**src/design/spcol_pkg.sv**
```systemverilog
`default_nettype none
package spcol_pkg;

	// fixed-point and field widths
	localparam int FRAC_BITS = 16;
	localparam int POS_W     = 32;
	localparam int BOX_W     = 31;
	localparam int DS_W      = 32;
	localparam int TIME_W    = 48;
	localparam int WIDE_W    = 64;
	localparam int HALF_W    = WIDE_W / 2;
	localparam int PROD_W    = 2 * WIDE_W;
	localparam int NUM_W     = WIDE_W + 1;

	// bits retired per stage in the iterative units
	localparam int STEPS       = 2;
	localparam int WRAP_STAGES = POS_W / STEPS;
	localparam int WRAP_LAT    = WRAP_STAGES + 1;
	localparam int SQRT_STAGES = WIDE_W / STEPS;
	localparam int DIV_STAGES  = TIME_W / STEPS;

	localparam logic [BOX_W-1:0]  BOX_RESET = BOX_W'(655360);
	localparam logic [POS_W-1:0]  BOX_ZERO_LEN = POS_W'(64'h8000_0000);
	localparam logic [TIME_W-1:0] TIME_MAX  = '1;

endpackage
`default_nettype wire

```
**src/design/spcol_wrap.sv**
```systemverilog
`default_nettype none
module spcol_wrap (
	input  logic                              clk,
	input  logic                              en,
	input  logic signed [spcol_pkg::POS_W-1:0] pos,
	input  logic        [spcol_pkg::POS_W-1:0] len,
	output logic signed [spcol_pkg::POS_W-1:0] img
);
	localparam int W = spcol_pkg::POS_W;
	localparam int N = spcol_pkg::WRAP_STAGES;

	logic [W-1:0] rem_s [N];
	logic [W-1:0] dvd_s [N];
	logic         q_s   [N];
	logic         neg_s [N];
	logic [W-1:0] rem_nx [N];
	logic [W-1:0] dvd_nx [N];
	logic         q_nx   [N];
	logic [W-1:0] apos;
	logic signed [W-1:0] img_s;
	logic signed [W-1:0] img_nx;

	assign apos = pos[W-1] ? (~pos) + 1'b1 : pos;

	// restoring division |pos| / len, STEPS bits per stage; only remainder and quotient lsb kept
	always_comb begin
		logic [W-1:0] r;
		logic [W-1:0] dv;
		logic [W:0]   t;
		logic         q;
		for (int k = 0; k < N; k++) begin
			if (k == 0) begin
				r  = '0;
				dv = apos;
			end else begin
				r  = rem_s[k-1];
				dv = dvd_s[k-1];
			end
			q = 1'b0;
			for (int i = 0; i < spcol_pkg::STEPS; i++) begin
				t  = {r, dv[W-1]};
				dv = dv << 1;
				if (t >= {1'b0, len}) begin
					t = t - {1'b0, len};
					q = 1'b1;
				end else begin
					q = 1'b0;
				end
				r = t[W-1:0];
			end
			rem_nx[k] = r;
			dvd_nx[k] = dv;
			q_nx[k]   = q;
		end
	end

	// floor remainder from the magnitude result, then round half to even
	always_comb begin
		logic [W-1:0] r;
		logic         odd;
		logic [W:0]   tw;
		if (neg_s[N-1] && rem_s[N-1] != '0) begin
			r   = len - rem_s[N-1];
			odd = ~q_s[N-1];
		end else begin
			r   = rem_s[N-1];
			odd = q_s[N-1];
		end
		tw = {r, 1'b0};
		if (tw > {1'b0, len} || (tw == {1'b0, len} && odd)) begin
			img_nx = r - len;
		end else begin
			img_nx = r;
		end
	end

	always_ff @(posedge clk) begin
		if (en) begin
			for (int k = 0; k < N; k++) begin
				rem_s[k] <= rem_nx[k];
				dvd_s[k] <= dvd_nx[k];
				q_s[k]   <= q_nx[k];
				neg_s[k] <= (k == 0) ? pos[W-1] : neg_s[(k == 0) ? 0 : k-1];
			end
			img_s <= img_nx;
		end
	end

	assign img = img_s;
endmodule
`default_nettype wire

```
**config.mk**
```make
export PLATFORM = sky130hd
export DESIGN_NAME = spcol_wrap
export DESIGN_NICKNAME = d
export VERILOG_FILES = /design/src/design/spcol_pkg.sv /design/src/design/spcol_wrap.sv
export SDC_FILE = /design/constraint.sdc
export NUM_CORES = 2
export LEC_CHECK = 0
export ABC_AREA = 1
export BUFFER_PORTS_ARGS = -buffer_cell sky130_fd_sc_hd__buf_2
export CAP_MARGIN = 20
export CORE_ASPECT_RATIO = 1.4
export CORE_MARGIN = 2
export CORE_UTILIZATION = 45
export CTS_BUF_LIST = sky130_fd_sc_hd__clkbuf_16
export CTS_CLUSTER_DIAMETER = 200
export DETAILED_ROUTE_END_ITERATION = 12
export HOLD_SLACK_MARGIN = 0.15
export PLACE_DENSITY = 0.58
export SLEW_MARGIN = 20
export SYNTH_ARGS = -nofsm -noshare
export SYNTH_HDL_FRONTEND = slang
export SYNTH_SLANG_ARGS = --single-unit
export TNS_END_PERCENT = 30
```
**constraint.sdc**
```tcl
create_clock -name clk -period 7.1 [get_ports clk]
set_input_delay 1.42 -clock clk [delete_from_list [all_inputs] [get_ports clk]]
set_output_delay 1.42 -clock clk [all_outputs]
set_load 0.03 [all_outputs]
```
# After elaboration in Yosys (flattened, before gate mapping)

Memories as Yosys holds them, arrays and structs flattened.
Cells that the tools add are included.

Register bits: 32
Latch bits: 0
Bits in writable memories: 1024
ROM bits: 0
Input port bits: 66
Output and inout bits: 32
Word-level logic and storage cells: 134
Memories: 4

Add/subtract/negate cells: 35
Multipliers: 0
Div/mod/pow operators: 0
Order comparisons: 33
Equality and inequality tests: 1
Shifts and indexed selects: 0
Multiplexer cells: 54
Bitwise gates (word level): 2
Reduce and logical (&&, ||, !) cells: 4

Memory list:

| memory | words | width | read ports | clocked after memory_dff | wr ports | line             | source |
|---|---|---|---|---|---|---|---|
| rem_s  | 16    | 32    | 16         | 0                        | 16       | spcol_wrap.sv:12 | `logic [W-1:0] rem_s [N];` |
| dvd_s  | 16    | 30    | 15         | 0                        | 16       | spcol_wrap.sv:13 | `logic [W-1:0] dvd_s [N];` |
| neg_s  | 16    | 1     | 16         | 0                        | 16       | spcol_wrap.sv:15 | `logic neg_s [N];` |
| q_s    | 16    | 1     | 1          | 0                        | 16       | spcol_wrap.sv:14 | `logic q_s [N];` |

Operators by type and width:

| operator                                       | number |
|---|---|
| 2-to-1 mux 32 bit                              | 35 |
| subtractor 32 bit                              | 33 |
| greater-or-equal comparator 33 x 32 -> 1 bit   | 31 |
| == test 33 x 32 -> 1 bit                       | 1 |
| greater-than comparator 33 x 32 -> 1 bit       | 1 |
| adder 32 x 1 -> 32 bit (second input constant) | 1 |
| greater-or-equal comparator 1 x 32 -> 1 bit    | 1 |
| NOT 32 bit                                     | 1 |
| nonzero test 32 bit                            | 1 |
| subtractor 1 x 32 -> 32 bit                    | 1 |
| 2-to-1 mux 1 bit                               | 19 |
| logical AND 1 bit                              | 2 |
| logical OR 1 bit                               | 1 |
| NOT 1 bit                                      | 1 |

# Depth between registers and ports, before layout

An unclocked memory read counts as a cell.

Word-level depth: 8
Mapped depth: 40
Gate-level depth less buffers: 38

# Worst setup path before layout

No wires, ideal clock.

Path kind: in2reg
Start point: in len[1] in the netlist's numbering
End point: mem rem_s[0][155] in the netlist's numbering, data pin
Setup time: 0.254 ns
Data arrival time: 6.870 ns
Data required time: 6.846 ns
Path slack: -0.024 ns
Cell stages on the path: 28
Buffers on the path: 2
Path through: inv_1 ha_1 nand3_1 nand2_2 a21boi_2 inv_1 nand2_1 nand2_1 nand3_1 nand2_1 nand3_1 nand2_1 buf_2 o21ai_0 ha_1 nand3_1 nand2_1 a21oi_1 o21ai_1 nand2_1 nand3_1 nand4_1 nand2_1 nand2_1 nand3_1 buf_2 nand3_1 nand2_1

RTL lines:

| element         | line             | source |
|---|---|---|
| start, declared | spcol_wrap.sv:6  | `input logic [spcol_pkg::POS_W-1:0] len,` |
| end, declared   | spcol_wrap.sv:12 |  |

==> metrics.md <==
| Metric | Value |
|---|---|
| Run status | completed |
| CTS Sinks | 801 |
| Syn Nets | 16,000 |
| Type of the worst setup path | in -> reg |
| CTS Buf Count | 93 |
| Min Tclk post-route | 6.50 ns |
| Crit path to | rem_s[0][7]$_DFFE_PP_ |
| FF+latch count, synth | 801 |
| Post-Layout Cell Count | about 18,000 |
| Pin count of the biggest net entering global routing | 172 |
| Root Driver | clkbuf_16 |
| Ys flop type | edfxtp_1 |
| WL final | around 400 mm |
| Synth top area share | 0.240 |
| Post-synth EDFFs | 801 |
| PortBufs | 97 |
| # IOs | 98 |
| Most common cell in the netlist | nand2_1 |
| Avg Cell Area, Syn | 6.75 µm² |
| Die Y-Extent | 562 µm |
| Initial antenna violation count | 13 |
| DRC errors left | 0 |
| Reg2reg end | rem_s[0][68]$_DFFE_PP_ |
| Starting DRT DRC Count | ~8,700 |
| Post-CTS setup buffer count | 0 |
| Warning count from the yosys run | 0 |
| Starting density of the core | 0.451 |
| Seq/Total Area, Yosys | 0.240 |
| Share of layout cells above drive strength 1 | 0.0769 |
| Reg-to-reg slack, setup | 1.70 ns |
| Remaining antenna violation count | 0 |
| Final Cycle Share | 0.916 |
| Synth async-reset ratio | 0 |
| Gp weighted congestion | between 1 and 1.5 |
| Critical Path AT | between 6 and 7 ns |
| R2R depth | 24 |
| Count of unique library cells instantiated by Yosys | 67 |
| Rows | 205 |
| Clock skew | 0.0454 ns |
| Count of final setup violators | 0 |
| Max Cap Violations | 0 |
| Vias per cell | 5.69 |
| CP Launch Type | input port |
| CP peak stage delay | 0.40 ns |
| Drt pass-1 iters | 7 |
| Cell Area, Synth | 100,000 µm² |
| Dpl cells | 18,300 |
| Max-Slew Margin vs Limit | 0.219 |
| Core Region | ~220,000 µm² |
| Max Root-Sink Buffers | 3 |
| Yosys top cell by area | edfxtp_1 |
| Cell area after layout | 112,000 µm² |
| Layout net count | around 17,000 |
| Tightest Hold Check Type | reg -> reg |
| Crit path depth | 42 |
| GRT overflow | 0 |
| CTS tree | built |
| # resized after CTS | 0 |
| Final Max Slew Viols | 0 |
| Utilization after layout | 0.506 |
| Clock transition at the registers of the reported paths | roughly 0.06 ns |
| Critical Path Fanout Max | 15 |
| Worst-Margin Slew | ~1.2 ns |
| Wire length per cell | 22.1 µm |
| Max Clk Rate | approximately 0.15 GHz |
| Cell family with most CP delay | simple AND/OR/NAND/NOR gates |
| Worst skew pair latency | approximately 0.75 ns |
| Top cells by count, synth | 4,116 x nand2_1, 1,494 x inv_1, 1,389 x nor2_1 |
| Slowest-stage cell, CP | nor4_2 |
| Number of global-route vias before repair | 100,000 |
| RSZ-0062 raised after global routing | false |
| Routed vias | 105,000 |
| TNS Setup | 0 ns |
| Dpl hpwl | 334 mm |
| Die area | about 230,000 µm² |
| Critical Path Start | pos[2] |
| Synth Instances | 14,900 |
| CP required | roughly 7.6 ns |
| Crit. End Element | flip-flop |
| RR Startpoint | dvd_s[0][59]$_DFFE_PP_ |
| Most common cell on crit path | nand2_1 |
| CTS Hold Bufs | 0 |
| Top cells by area, synth | edfxtp_1 24%, nand2_1 15%, ha_1 14% |
| H-tree levels | 3 |
| Total GRT Usage | 0.348 |
| Synthesis-to-layout area growth | 12.2% |
| Global-route wire length before repair | 602 mm |
| Fin. Hold Viols | 0 |
| Die Wd | 403 µm |
| Worst Path Buf+Inv | 13 |
| DP Area | roughly 110,000 µm² |
[final cells by class]
| type | count | area, µm² |
|---|---|---|
| well taps | 2898 | 3630 |
| fillers | 23200 | 110000 |
| repair buffers | 791 | 6870 |
| clock inverters | 73 | 658 |
| multi-input cells | 12300 | 69000 |
| flip-flops and latches | 801 | 24100 |
| clock buffers | 95 | 2380 |
| diodes | 4 | 10.0 |
| inverters | 1520 | 5790 |
[worst reg2reg max path, cell delays in order (launching register included)]
cell and delay [ns]:
edfxtp_1 0.46, inv_1 0.09, ha_1 0.17, inv_1 0.09
fa_1 0.44, nand2_1 0.10, nand2_1 0.08, a21oi_1 0.35
o21ai_1 0.32, nand2_1 0.14, nand2_1 0.14, xnor2_1 0.16
o21ai_0 0.43, ha_1 0.34, nand2_1 0.10, nor2_1 0.07
inv_1 0.07, nor2_1 0.06, a31oi_1 0.30, nand2_1 0.14
nor2_4 0.62, nand2_2 0.13, buf_4 0.24, nand2_1 0.08
nand2_1 0.06
[layer usage]
layer	global-route usage	wire (µm)	part of all wire	vias to the layer above
li1	-	-	-	51900
met1	0.405	160000	0.39	48200
met2	0.600	195000	0.48	3643
met3	0.0369	22600	0.055	1151
met4	0.236	32200	0.079	12
met5	0	92	0.00022	-
[sequential cells by signal, summed over array words and instances, names as in the netlist]
signal / cells
neg_s: 16
q_s: 1
dvd_s: 240
rem_s: 512
img: 32
[cells by family (layout without fill, tap and decap cells)]
| group | count (synthesis) | count (layout) | share of synthesized area |
|---|---|---|---|
| buf+inv | 1768 | 2479 | 0.0715 |
| other cells | 0 | 4 | 0 |
| xor+xnor | 825 | 825 | 0.0721 |
| compound gates | 2970 | 2970 | 0.166 |
| flops | 801 | 801 | 0.240 |
| simple gates | 7367 | 7367 | 0.308 |
| fa+ha+maj | 1121 | 1121 | 0.142 |
[layout by cell type (no fill, tap or decap), types with 53 or more instances in the layout]
| master | instances |
|---|---|
| nand2_1 | 4116 |
| inv_1 | 1473 |
| nor2_1 | 1389 |
| a21oi_1 | 1236 |
| nand3_1 | 1151 |
| ha_1 | 1088 |
| o21ai_0 | 962 |
| edfxtp_1 | 801 |
| buf_4 | 602 |
| xor2_1 | 465 |
| xnor2_1 | 360 |
| nor3_1 | 257 |
| a21o_1 | 186 |
| nand4_1 | 166 |
| a31oi_1 | 110 |
| clkbuf_16 | 95 |
| buf_2 | 95 |
| buf_12 | 93 |
| o21bai_1 | 89 |
| o21ai_1 | 81 |
| nor4_1 | 74 |
| o21a_1 | 63 |
| or2_2 | 62 |
| a21boi_0 | 55 |
| nand3b_1 | 55 |
| o211ai_1 | 53 |
[per-stage QoR]
| step | worst slack (ns) | hold WS [ns] |
|---|---|---|
| detailed placement | -0.473 | 0.405 |
| CTS | 0.277 | 0.397 |
| global placement | -0.534 | 0.401 |
| finish | 0.598 | 0.391 |
| floorplan | 0.418 | 0.400 |
| global route | 0.0590 | 0.405 |
[worst min path at each step]
stage,startpoint,end,slack (ns),cells after the start
after CTS,dvd_s[0][141]$_DFFE_PP_,dvd_s[0][173]$_DFFE_PP_,0.40,0
after global placement,dvd_s[1][144]$_DFFE_PP_,dvd_s[1][176]$_DFFE_PP_,0.40,0
final,dvd_s[0][141]$_DFFE_PP_,dvd_s[0][173]$_DFFE_PP_,0.39,0
after detailed placement,dvd_s[0][116]$_DFFE_PP_,dvd_s[0][148]$_DFFE_PP_,0.40,0
after global routing,dvd_s[0][128]$_DFFE_PP_,dvd_s[0][160]$_DFFE_PP_,0.40,0
after floorplan,dvd_s[0][68]$_DFFE_PP_,dvd_s[0][100]$_DFFE_PP_,0.40,0
Power is not shown: default switching activity piles up to over one toggle a cycle in this logic, so the estimate is an artifact.
